### src/hw/rtl/rlpd_pkg.sv
// package with header byte class limits and result type for the rlp length prefix decoder
`default_nettype none

package rlpd_pkg;

   localparam logic [7:0] SINGLE_MAX     = 8'h7f;
   localparam logic [7:0] SHORT_STR_BASE = 8'h80;
   localparam logic [7:0] SHORT_STR_MAX  = 8'hb7;
   localparam logic [7:0] LONG_STR_MAX   = 8'hbf;
   localparam logic [7:0] SHORT_LST_BASE = 8'hc0;
   localparam logic [7:0] SHORT_LST_MAX  = 8'hf7;
   localparam logic [7:0] LONG_STR_UNSUP = 8'hbb;
   localparam logic [7:0] LONG_LST_UNSUP = 8'hfb;

   localparam logic [2:0] MAX_LEN_BYTES  = 3'd4;

   localparam logic STATUS_OK    = 1'b0;
   localparam logic STATUS_UNSUP = 1'b1;

   typedef struct packed {
      logic [31:0] field_length;
      logic [3:0]  header_size;
      logic        is_list;
      logic        status;
   } rlpd_result_type;

endpackage

`default_nettype wire

### src/hw/rtl/rlp_length_prefix_decoder_unit.sv
// rlp length prefix decoder: one stream byte per transaction, one result per completed header
//
// input channel req_: one byte of the encoded stream and a restart flag per
// transaction; restart drops a partial header and takes the byte as a header.
// result channel rsp_: payload length, prefix size, list flag and status for
// each completed header; single byte and short headers complete on their own
// byte, long headers on their last length byte, and headers with more than
// four length bytes complete at once with status set and length zero.
// a result is registered and appears in the cycle after the transaction of its last byte.
// throughput: one byte per cycle while the receiver does not stall, set by the single
// output register; header decode and the length shift-accumulate are combinational.
// when the receiver stalls a waiting result, req_stall rises and no new byte
// is taken until that result moves; the result holds steady meanwhile.
// reset (synchronous, active high) empties the output register and returns
// the decoder to awaiting a header byte.
`default_nettype none

module rlp_length_prefix_decoder_unit
   import rlpd_pkg::*;
(
   input  wire logic        clock,
   input  wire logic        reset,
   input  wire logic        req_valid,
   output      logic        req_stall,
   input  wire logic [7:0]  req_data_byte,
   input  wire logic        req_restart,
   output      logic        rsp_valid,
   input  wire logic        rsp_stall,
   output      logic [31:0] rsp_field_length,
   output      logic [3:0]  rsp_header_size,
   output      logic        rsp_is_list,
   output      logic        rsp_status
);

   logic [2:0]      bytes_left_ff, bytes_left_in;
   logic [31:0]     length_acc_ff, length_acc_in;
   logic            list_flag_ff, list_flag_in;
   logic [2:0]      prefix_size_ff, prefix_size_in;
   logic            rsp_valid_ff, rsp_valid_in;
   rlpd_result_type rsp_data_ff, rsp_data_in;

   logic            accept;
   logic            emit;
   rlpd_result_type result;
   logic [7:0]      lol_str;
   logic [7:0]      lol_lst;
   logic [31:0]     acc_shift;
   logic [2:0]      left_dec;

   assign req_stall = rsp_valid_ff & rsp_stall;
   assign accept    = req_valid & ~req_stall;

   assign lol_str   = req_data_byte - SHORT_STR_MAX;
   assign lol_lst   = req_data_byte - SHORT_LST_MAX;
   assign acc_shift = {length_acc_ff[23:0], req_data_byte};
   assign left_dec  = bytes_left_ff - 3'd1;

   always_comb begin
      bytes_left_in  = bytes_left_ff;
      length_acc_in  = length_acc_ff;
      list_flag_in   = list_flag_ff;
      prefix_size_in = prefix_size_ff;
      emit           = 1'b0;
      result         = '{field_length: 32'd0, header_size: 4'd0,
                         is_list: 1'b0, status: STATUS_OK};
      if (req_restart || bytes_left_ff == 3'd0) begin
         bytes_left_in = 3'd0;
         if (req_data_byte <= SINGLE_MAX) begin
            emit                = 1'b1;
            result.field_length = 32'd1;
         end else if (req_data_byte <= SHORT_STR_MAX) begin
            emit                = 1'b1;
            result.field_length = {24'd0, req_data_byte - SHORT_STR_BASE};
            result.header_size  = 4'd1;
         end else if (req_data_byte <= LONG_STR_MAX) begin
            if (req_data_byte > LONG_STR_UNSUP) begin
               emit               = 1'b1;
               result.header_size = lol_str[3:0] + 4'd1;
               result.status      = STATUS_UNSUP;
            end else begin
               bytes_left_in  = lol_str[2:0];
               length_acc_in  = 32'd0;
               list_flag_in   = 1'b0;
               prefix_size_in = lol_str[2:0] + 3'd1;
            end
         end else if (req_data_byte <= SHORT_LST_MAX) begin
            emit                = 1'b1;
            result.field_length = {24'd0, req_data_byte - SHORT_LST_BASE};
            result.header_size  = 4'd1;
            result.is_list      = 1'b1;
         end else begin
            if (req_data_byte > LONG_LST_UNSUP) begin
               emit               = 1'b1;
               result.header_size = lol_lst[3:0] + 4'd1;
               result.is_list     = 1'b1;
               result.status      = STATUS_UNSUP;
            end else begin
               bytes_left_in  = lol_lst[2:0];
               length_acc_in  = 32'd0;
               list_flag_in   = 1'b1;
               prefix_size_in = lol_lst[2:0] + 3'd1;
            end
         end
      end else begin
         length_acc_in = acc_shift;
         bytes_left_in = left_dec;
         if (left_dec == 3'd0) begin
            emit                = 1'b1;
            result.field_length = acc_shift;
            result.header_size  = {1'b0, prefix_size_ff};
            result.is_list      = list_flag_ff;
         end
      end
   end

   always_comb begin
      rsp_valid_in = rsp_valid_ff;
      rsp_data_in  = rsp_data_ff;
      if (rsp_valid_ff && !rsp_stall) begin
         rsp_valid_in = 1'b0;
      end
      if (accept && emit) begin
         rsp_valid_in = 1'b1;
         rsp_data_in  = result;
      end
   end

   always_ff @(posedge clock) begin
      if (reset) begin
         bytes_left_ff  <= 3'd0;
         length_acc_ff  <= 32'd0;
         list_flag_ff   <= 1'b0;
         prefix_size_ff <= 3'd0;
         rsp_valid_ff   <= 1'b0;
      end else begin
         if (accept) begin
            bytes_left_ff  <= bytes_left_in;
            length_acc_ff  <= length_acc_in;
            list_flag_ff   <= list_flag_in;
            prefix_size_ff <= prefix_size_in;
         end
         rsp_valid_ff <= rsp_valid_in;
      end
   end

   always_ff @(posedge clock) begin
      rsp_data_ff <= rsp_data_in;
   end

   assign rsp_valid        = rsp_valid_ff;
   assign rsp_field_length = rsp_data_ff.field_length;
   assign rsp_header_size  = rsp_data_ff.header_size;
   assign rsp_is_list      = rsp_data_ff.is_list;
   assign rsp_status       = rsp_data_ff.status;

endmodule

`default_nettype wire

### config.mk
export PLATFORM = sky130hd
export DESIGN_NAME = rlp_length_prefix_decoder_unit
export DESIGN_NICKNAME = d
export VERILOG_FILES = /design/src/hw/rtl/rlpd_pkg.sv /design/src/hw/rtl/rlp_length_prefix_decoder_unit.sv
export SDC_FILE = /design/constraint.sdc
export NUM_CORES = 1
export LEC_CHECK = 0
export BUFFER_PORTS_ARGS = -buffer_cell sky130_fd_sc_hd__buf_4
export CORE_MARGIN = 2
export CORE_UTILIZATION = 55
export DETAILED_ROUTE_END_ITERATION = 12
export PLACE_DENSITY = 0.79
export SLEW_MARGIN = 10
export SYNTH_ARGS = -nofsm -noshare
export SYNTH_HDL_FRONTEND = slang
export SYNTH_SLANG_ARGS = --single-unit
### constraint.sdc
create_clock -name clock -period 7.3 [get_ports clock]
set_clock_uncertainty 0.05 [all_clocks]
set_input_delay 1.095 -clock clock [delete_from_list [all_inputs] [get_ports clock]]
set_output_delay 1.095 -clock clock [all_outputs]
set_load 0.01 [all_outputs]
Word level (Yosys, flattened, before mapping)
Cells that the tools add are included.

word-level totals
  register bits = 70
  latch bits = 0
  RAM bits = 0
  bits in read-only memories = 0
  word-level logic and storage cells = 98
  memories = 0

operators by class
  add/sub/neg operators = 9
  multipliers = 0
  div/mod/pow operators = 0
  $lt $le $gt $ge = 6
  equality and inequality tests = 8
  shift operators = 0
  mux-type cells = 50
  bitwise gates (word level) = 6
  reduce and logical (&&, ||, !) cells = 10

operators with widths
  kind                                                                               count
  24-bit two-way mux                                                                 7
  37-bit two-way mux                                                                 2
  3-bit two-way mux                                                                  11
  32-bit two-way mux                                                                 1
  6-bit two-way mux                                                                  5
  8-bit less-or-equal comparator (second input constant)                             3
  1-bit two-way mux                                                                  17
  8-bit > comparator (second input constant)                                         2
  8-bit two-way mux                                                                  2
  8-bit subtractor (second input constant)                                           2
  12-bit two-way mux                                                                 1
  2-bit != test (second input constant)                                              5
  3-bit != test (second input constant)                                              3
  4-bit by 1-bit adder with 4-bit output (second input constant)                     2
  8-bit by 7-bit less-or-equal comparator with 1-bit output (second input constant)  1
  4-bit two-way mux                                                                  2
  4-bit by 3-bit subtractor with 4-bit output (second input constant)                2
  7-bit AND reduction                                                                1
  3-bit by 1-bit adder with 3-bit output (second input constant)                     2
  3-bit zero test                                                                    2
  6-bit AND reduction                                                                1
  5-bit two-way mux                                                                  1
  1-bit NOT                                                                          4
  3-bit OR reduction                                                                 1
  other kinds (7)                                                                    9

Logic depth before layout (Yosys ltp)
Gate-level depths: netlist of run 1.

  word-level depth = 11
  depth in mapped cells = 9
  depth with buffers taken out = 8

Worst setup path before layout of run 1
No wires, ideal clock.

  kind = input to register
  start point = input req_data_byte[6]
  end point = register rsp_data_ff (netlist bit rsp_field_length[0]) (enable)
  library setup time = 480 ps
  arrival time = 4790 ps
  data required time = 6770 ps
  setup slack = 1979 ps
  stages on the path = 7
  path through = inv_1 ha_1 and4_4 a211o_1 nor2b_1 nor2b_1 nor3_1

on the way
  word-level cells in the longest chain between the ends = 8
  elaborated cells on any way between the ends = 14
  classes of those cells = order compare (6); mux (7); reduce/logical (1)

RTL lines
  what                  RTL line                               RTL
  start, declared       rlp_length_prefix_decoder_unit.sv:25   input wire logic [7:0] req_data_byte,
  8-bit > comparator    rlp_length_prefix_decoder_unit.sv:92   if (req_data_byte > LONG_LST_UNSUP) begin
  1-bit two-way mux     rlp_length_prefix_decoder_unit.sv:92
  1-bit two-way mux     rlp_length_prefix_decoder_unit.sv:86   end else if (req_data_byte <= SHORT_LST_MAX) begin
  1-bit two-way mux     rlp_length_prefix_decoder_unit.sv:75   end else if (req_data_byte <= LONG_STR_MAX) begin
  1-bit two-way mux     rlp_length_prefix_decoder_unit.sv:71   end else if (req_data_byte <= SHORT_STR_MAX) begin
  1-bit two-way mux *   rlp_length_prefix_decoder_unit.sv:68   if (req_data_byte <= SINGLE_MAX) begin
  1-bit two-way mux *   rlp_length_prefix_decoder_unit.sv:66   if (req_restart || bytes_left_ff == 3'd0) begin
  1-bit logical AND *   rlp_length_prefix_decoder_unit.sv:122  if (accept && emit) begin
  end signal, assigned  rlp_length_prefix_decoder_unit.sv:147  rsp_data_ff <= rsp_data_in;
  end, declared         rlp_length_prefix_decoder_unit.sv:40   rlpd_result_type rsp_data_ff, rsp_data_in;

Every way passes the cells marked *; elsewhere a longest branch is shown, timed or not.
A chain may end at the register's enable or synchronous reset.

Final worst setup path of run 1
  start point = input req_data_byte[6]
  end point = register rsp_data_ff (netlist bit rsp_field_length[1]) (enable)

Same word-level chain as after synthesis.

==> impl_summary.md, run 1 <==
Pwr
The reported leakage power is 1.436 nW. In this run the power density over the cells is 239.1 nW/um^2. Across the VDD grid, the largest voltage drop is 0.1163 mV.

Placement
The HPWL after detailed placement is about 3900 um. The congestion estimate from routability-driven global placement came to approximately 0.93. At the placement stage, the worst setup path has a slack of 3.488 ns.

During placement, the flow inserted port buffers numbering 52. In this run the cell area measured after placement is 3382 um^2.

Cells and area
In the final layout, the share of cells above drive strength 1 is 25.33%. The net count of the finished layout is 317. The final-layout fill cell count is 413.

The area of all placed cells without fillers is 3572 um^2. Compared with the post-synthesis result, the final layout area differs by 21.70%. 0 antenna diodes ended up in the layout.

Drt
In the final routed layout, each cell accounts on average for approximately 15 um. After detailed routing, the number of remaining DRC violations is 0. The vias per cell is 5.508. The routed design has between 5000 and 6000 um of wire.

The first detailed-routing pass ran for 4 iterations. The total via count in the routed design is between 2000 and 2500. The DRC marker count from the first detailed-route iteration is 139. The count of nets left with antenna violations once routing finished came out at 0.

Setup path
The critical path start-end classification is primary input to register. The endpoint required time on the critical path is 7.24 ns. The maximum fanout count along the critical path is 31. At the worst endpoint, the arrival time is 3.41 ns. STA classifies the critical path endpoint as a register. The depth of the worst register-to-register path is 9. The worst setup path is launched from a primary input.

Synthesis
The sequential-to-total area share from yosys stat is 60.70%. The netlist uses 39 different library cells. Synthesis inferred 70 register bits. In this run the mean area of a mapped cell was ~12 um^2. The count of synthesis-stage warnings from yosys is 0. The flip-flop cell with the highest count after synthesis is sky130_fd_sc_hd__edfxtp_1. Counting every instance in the synthesized netlist gives ~240.

Counting flops with an async set or reset pin after synthesis yields a share of 0%. The synthesized-area fraction occupied by xor and xnor cells is 0.8951%. The mapped netlist covers 2935 um^2.

The portion of synthesized area spent on multiplexers is 1.364%. The number of nets produced by synthesis is between 200 and 300. After Yosys synthesis, full adders, half adders and majority gates account for under 10% of the synthesized area. The synthesized-area fraction occupied by ao, oa, aoi and oai cells is 15.00%. After synthesis, the largest family of logic cells by area is compound AO/OA/AOI/OAI gates. The synthesized netlist devotes 15.00% of its cell area to simple gates. The synthesized design contains 38 enable-type register cells.

Floorplan
The effective utilization at floorplan is 57.11%. In this run the standard cell core region covers 5140 um^2. The count of pins on the block boundary is 53. After floorplanning, the core was divided into 26 placement rows. The die is 77.06 um tall. The overall die area is between 5000 and 6000 um^2. In this run the horizontal extent of the chip is 77.06 um.

STA
Measured against its own limit, the worst slew margin works out to 36.70%. The maximum operating frequency is 288.7 MHz. The slew at the pin closest to its max-slew limit is 0.9494 ns. The number of endpoints failing setup at the final stage is 0.

Of the available clock period, the critical path in the final layout requires ~47%. The final critical delay including setup and external delays is around 3.5 ns. The number of pins exceeding their max-slew limit in the final report was 0. Setup repair after global routing left no endpoint under its margin. The count of final hold-check violations is 0. Adding up every negative setup slack in the final design gives 0 ns. The worst setup margin is 3.836 ns.

Global routing
Entering global routing, the biggest net connects 33 pins. The residual overflow from global routing is 0. The number of antenna violations at the first check in global routing came to 0.

The via count of the first global-routing pass is 2014. The first global-routing pass estimated 9556 um of wire. For this run, the total global-route usage over all layers was measured as 20.86%.

Clock tree
The number of buffers added by the clock tree synthesis step is 9. TritonCTS built the clock tree. In this run the post-CTS setup repair buffer count came out at 0.

The deepest level of the CTS H-tree is 3. After clock tree synthesis, the repair step resized 0 gates. After clock tree synthesis, the clock-pin slew on the worst setup and hold paths is ~0.07 ns. The cell sitting at the root of the clock tree is a sky130_fd_sc_hd__clkbuf_8.

CTS saw 70 sinks. The worst-case clock buffer depth is 2. The insertion delay of the later-clocked pin in the worst-skew pair is 0.33 ns.

The cts-stage hold buffer count is 0.

Min path
The path class of the tightest hold or removal check is register to register. The worst hold path stage count is 1.

Outcome
The flow ran to the end, and the final reports show no timing, DRC or antenna violations.

Run
The max-cap check violation count is 0.
-- cell usage after synthesis (all sizes together), types with 2 or more instances --
cell type	count	area, um^2
nor4	2	18.77
o22ai	2	12.51
a31oi	2	12.51
nand2b	9	56.30
dfxtp	32	640.6
a22o	26	227.7
nand3	4	20.02
o2bb2ai	2	17.52
nor3	3	15.01
a21oi	5	25.02
o21ai	11	55.05
nor2	8	30.03
nor2b	7	43.79
and2	27	168.9
nand2	11	41.29
xnor2	2	17.52
edfxtp	38	1141
ha	9	112.6
inv	10	37.54
clkbuf	9	33.78
mux2i	4	40.04
buf	2	22.52
-- routing by layer --
layer / up-vias / share of wire, % / GRT usage, %
li1: 991 / - / -
met1: 959 / 43 / 26.18
met2: 67 / 49 / 34.82
met3: 21 / 4.4 / 3.412
met4: 0 / 3.3 / 10.89
met5: - / 0 / 0
-- worst paths after layout --
path	from	to	slack [ns]
hold / removal	length_acc_ff[21]	length_acc_ff[21]	0.43
hold reg to reg	length_acc_ff[21]	length_acc_ff[21]	0.43
setup / recovery	req_data_byte[6]	rsp_field_length[1]	3.84
setup reg to reg	bytes_left_ff[0]	rsp_field_length[1]	4.13
-- where the power goes --
part	internal [mW]	switching [mW]
Sequential	0.441	0.00717
Combinational	0.0462	0.0625
Clock	0.157	0.140
-- worst max-delay path, cell delays in order --
cell and delay (ns):
sky130_fd_sc_hd__buf_4 0.12, sky130_fd_sc_hd__inv_1 0.05, sky130_fd_sc_hd__ha_1 0.22, sky130_fd_sc_hd__and4_4 0.22
sky130_fd_sc_hd__a211o_1 0.29, sky130_fd_sc_hd__nor2b_1 0.18, sky130_fd_sc_hd__nor2b_1 0.20, sky130_fd_sc_hd__nor3_2 0.54
sky130_fd_sc_hd__buf_4 0.48
-- sequential cells by signal, indices dropped and copies added (netlist names) --
name,count
prefix_size_ff,3
rsp_field_length,32
rsp_is_list,1
length_acc_ff,24
rsp_valid,1
rsp_status,1
bytes_left_ff,3
list_flag_ff,1
rsp_header_size,4
-- layout make-up --
type / count / area, um^2 / share of cell area (%)
clock buffer: 10 / 127.6 / 3.573
timing repair buffer: 54 / 405.4 / 11.35
clock inverter: 6 / 62.56 / 1.751
multi-input combinational: 150 / 1070 / 29.95
inverter: 10 / 37.54 / 1.051
sequential: 70 / 1782 / 49.88
tap: 70 / 87.58 / 2.452
-- cell families after synthesis --
family / after synthesis
buf+inv: 21
simple gates: 77
compound gates: 57
flops: 70
mux: 4
xor+xnor: 3
fa+ha+maj: 9
-- through the flow --
stage,power (mW),std cells,hold WS [ns],utilization [%]
2_1_floorplan,0.5179,241,0.3904,-
6_report,0.8540,370,0.4269,69.50
3_5_place_dp,0.5663,354,0.4072,65.80
4_1_cts,0.8599,370,0.4275,69.50
3_3_place_gp,0.5642,354,0.4020,65.80
5_1_grt,0.8895,370,0.4473,69.50
-- placed cells by master, fill, tap and decap left out, types with 2 or more instances in the layout --
cell and instances:
sky130_fd_sc_hd__clkbuf_8 9, sky130_fd_sc_hd__xnor2_1 2, sky130_fd_sc_hd__nand3_1 4, sky130_fd_sc_hd__mux2i_1 4
sky130_fd_sc_hd__a22o_1 26, sky130_fd_sc_hd__o21ai_0 11, sky130_fd_sc_hd__nand2b_1 9, sky130_fd_sc_hd__o22ai_1 2
sky130_fd_sc_hd__a21oi_1 5, sky130_fd_sc_hd__o2bb2ai_1 2, sky130_fd_sc_hd__nor2_1 8, sky130_fd_sc_hd__nor3_2 2
sky130_fd_sc_hd__nand2_1 11, sky130_fd_sc_hd__buf_4 54, sky130_fd_sc_hd__clkinv_4 2, sky130_fd_sc_hd__a31oi_1 2
sky130_fd_sc_hd__ha_1 9, sky130_fd_sc_hd__and2_1 27, sky130_fd_sc_hd__clkinv_2 3, sky130_fd_sc_hd__dfxtp_1 32
sky130_fd_sc_hd__edfxtp_1 38, sky130_fd_sc_hd__inv_1 10, sky130_fd_sc_hd__nor2b_1 7
Power figures use the tool's default switching activity.
==> run 2: changes to the inputs <==
clock period = 3.45 ns   (was 7.3 ns; I/O delays follow)
==> impl_summary.md, run 2 (synthesis gave the netlist of run 1 again) <==
Clock tree
TritonCTS built the clock tree. The number of buffers added by the clock tree synthesis step is 9 (unchanged). The cell sitting at the root of the clock tree is a sky130_fd_sc_hd__clkbuf_8.

The clock-pin slew of the registers on the worst-case setup and hold paths came to 0.08 ns (about the same). The total number of clock tree sinks is 70 (unchanged). The cts-stage hold buffer count came to 0 (unchanged). The number of gates given a new drive strength after cts came to 0 (unchanged).

The worst-case clock buffer depth came to 2 (unchanged). The buffers inserted during post-CTS setup optimization is 0 (unchanged). The insertion delay of the later-clocked pin in the worst-skew pair is 0.34 ns (about the same). The deepest level of the CTS H-tree is 3 (unchanged).

STA
The worst hold slack after final layout is 0.3914 ns (-0.03554 ns). The final cycle utilization of the critical path is 76.74%. The sum of negative setup slack came to 0 ns (unchanged). Setup repair after global routing left no endpoint under its margin.

The slew at the pin closest to its max-slew limit was 0.7859 ns (-0.1635 ns). The number of endpoints failing setup at the final stage is 0 (unchanged). The number of pins exceeding their max-slew limit in the final report is 0 (unchanged). The final critical delay including setup and external delays is 2.647 ns.

The count of final hold-check violations is 0 (unchanged). The worst slew slack as a fraction of its limit came to 47.17% (+10 points). Timing would allow up to 377.7 MHz.

Drt
The total via count in the routed design is 2019 (-0.93%). The average detailed-routed wire length per instance is 14.76 um (-2.2%). The overall routed net length is 5491 um (-1.7%).

The remaining number of nets flagged by the antenna check after routing is 0 (unchanged). The vias per cell is 5.427 (-1.5%). The number of DRC violations after detailed routing is 0 (unchanged). The DRC marker count from the first detailed-route iteration was 103 (-26%). The number of search-and-repair iterations in the first detailed-routing pass is 4 (unchanged).

Floorplan
The cell row count is 26 (unchanged). The height of the die is 77.06 um (unchanged). The die outline width came to 77.06 um (unchanged). The effective utilization at floorplan is 57.11% (unchanged). The count of pins on the block boundary is 53 (unchanged). The area of the core region is 5140 um^2 (unchanged). The overall die area is 5937 um^2 (unchanged).

Placement
The number of port buffers is 52 (unchanged). The weighted congestion at the end of routability-driven global placement is 0.9276 (-0.26%). The HPWL after detailed placement is 3837 um (-1.4%).

Cells and area
The final-layout fill cell count is 403 (-2.4%). The total inserted antenna cells came to 0 (unchanged). The share of layout cells above drive strength 1 is 25.17% (-0.17 points). Leaving out fill and tap cells, the most frequent cells in the layout are sky130_fd_sc_hd__buf_4, sky130_fd_sc_hd__edfxtp_1, sky130_fd_sc_hd__dfxtp_1.

Leaving out fill and tap cells, the most frequent cell in the layout is sky130_fd_sc_hd__buf_4. The layout overhead on the synthesized area is 22.46%. The area occupied by multi-input gates was 1076 um^2 (+0.58%). The flip-flop count of the largest register, all copies and words added came to 32 (unchanged). The net count of the finished layout came to 319 (+0.63%). The storage element area is 1782 um^2 (unchanged).

Setup path
STA classifies the critical path endpoint as a register. The endpoint required time on the critical path is 3.41 ns (-3.83 ns). By startpoint and endpoint, the worst setup path is classified as register to register.

The arrival time of the worst setup path is 2.61 ns (-0.80 ns). STA classifies the critical path startpoint as a register. The maximum fanout count along the critical path came to 25 (-19%). The worst reg-to-reg setup slack was 0.80 ns (-3.33 ns).

Global routing
The total routing resource utilization after global routing is 19.74% (-1.1 points). The largest net degree at the start of global routing is 28 (-15%). The wire length of the first global-routing pass is 8942 um (-6.4%). The number of antenna violations at the first check in global routing came to 0 (unchanged).

The residual overflow from global routing is 0 (unchanged). The via count of the first global-routing pass is 1837 (-8.8%).

Min path
In this run the worst hold path is classified as primary input to register.

Outcome
The run finished with clean final reports.

Run
The max-cap check violation count is 0 (unchanged).

Pwr
The power density normalized to cell area is 505.4 nW/um^2 (+110%). The maximum vdd drop is 0.3244 mV (+180%). The reported leakage power was 1.442 nW (+0.41%).
## run 2: where the power goes
part | switching, mW | internal [mW]
clock network | 0.284 | 0.350
registers | 0.0155 | 0.934
logic | 0.133 | 0.100
## run 2: layout make-up
cell class	instances	area share, %
flip-flops and latches	70	49.56
multi-input cells	150	29.93
repair buffers	56	11.70
clock buffers	12	4.038
well taps	70	2.436
clock inverters	4	1.288
inverters	10	1.044
## run 2: final timing paths
path / cells past startpoint / end / from
hold reg to reg: 1 / length_acc_ff[20] / length_acc_ff[20]
setup / recovery: 9 / rsp_field_length[25] / bytes_left_ff[0]
hold / removal: 2 / length_acc_ff[1] / req_data_byte[1]
setup reg to reg: 9 / rsp_field_length[25] / bytes_left_ff[0]
## run 2: per-layer routing
layer	track usage, %	share of wire (%)	vias to the layer above
li1	-	-	989
met1	25.24	46	961
met2	31.67	48	60
met3	5.647	5.2	9
met4	8.214	1.6	0
met5	0	0	-
## run 2: per-stage QoR
| stage | instance area, um^2 | util [%] | total power [mW] | setup WS (ns) | instances |
|---|---|---|---|---|---|
| 6_report | 3595 | 69.94 | 1.817 | 0.8026 | 372 |
| 5_1_grt | 3595 | 69.94 | 1.888 | 0.6393 | 372 |
| 4_1_cts | 3595 | 69.94 | 1.828 | 0.8128 | 372 |
| 3_5_place_dp | 3403 | 66.21 | 1.201 | 0.7385 | 356 |
| 3_3_place_gp | 3403 | 66.21 | 1.198 | 0.7839 | 356 |
| 2_1_floorplan | 2947 | - | 1.096 | 0.3339 | 241 |
## run 2: worst max-delay path: stages (launching register included)
cell	delay, ns
sky130_fd_sc_hd__dfxtp_1	0.33
sky130_fd_sc_hd__inv_1	0.06
sky130_fd_sc_hd__ha_1	0.20
sky130_fd_sc_hd__ha_1	0.18
sky130_fd_sc_hd__or2_2	0.38
sky130_fd_sc_hd__o211ai_1	0.22
sky130_fd_sc_hd__nor2b_1	0.15
sky130_fd_sc_hd__nor2b_1	0.21
sky130_fd_sc_hd__nor3_4	0.20
sky130_fd_sc_hd__buf_4	0.32
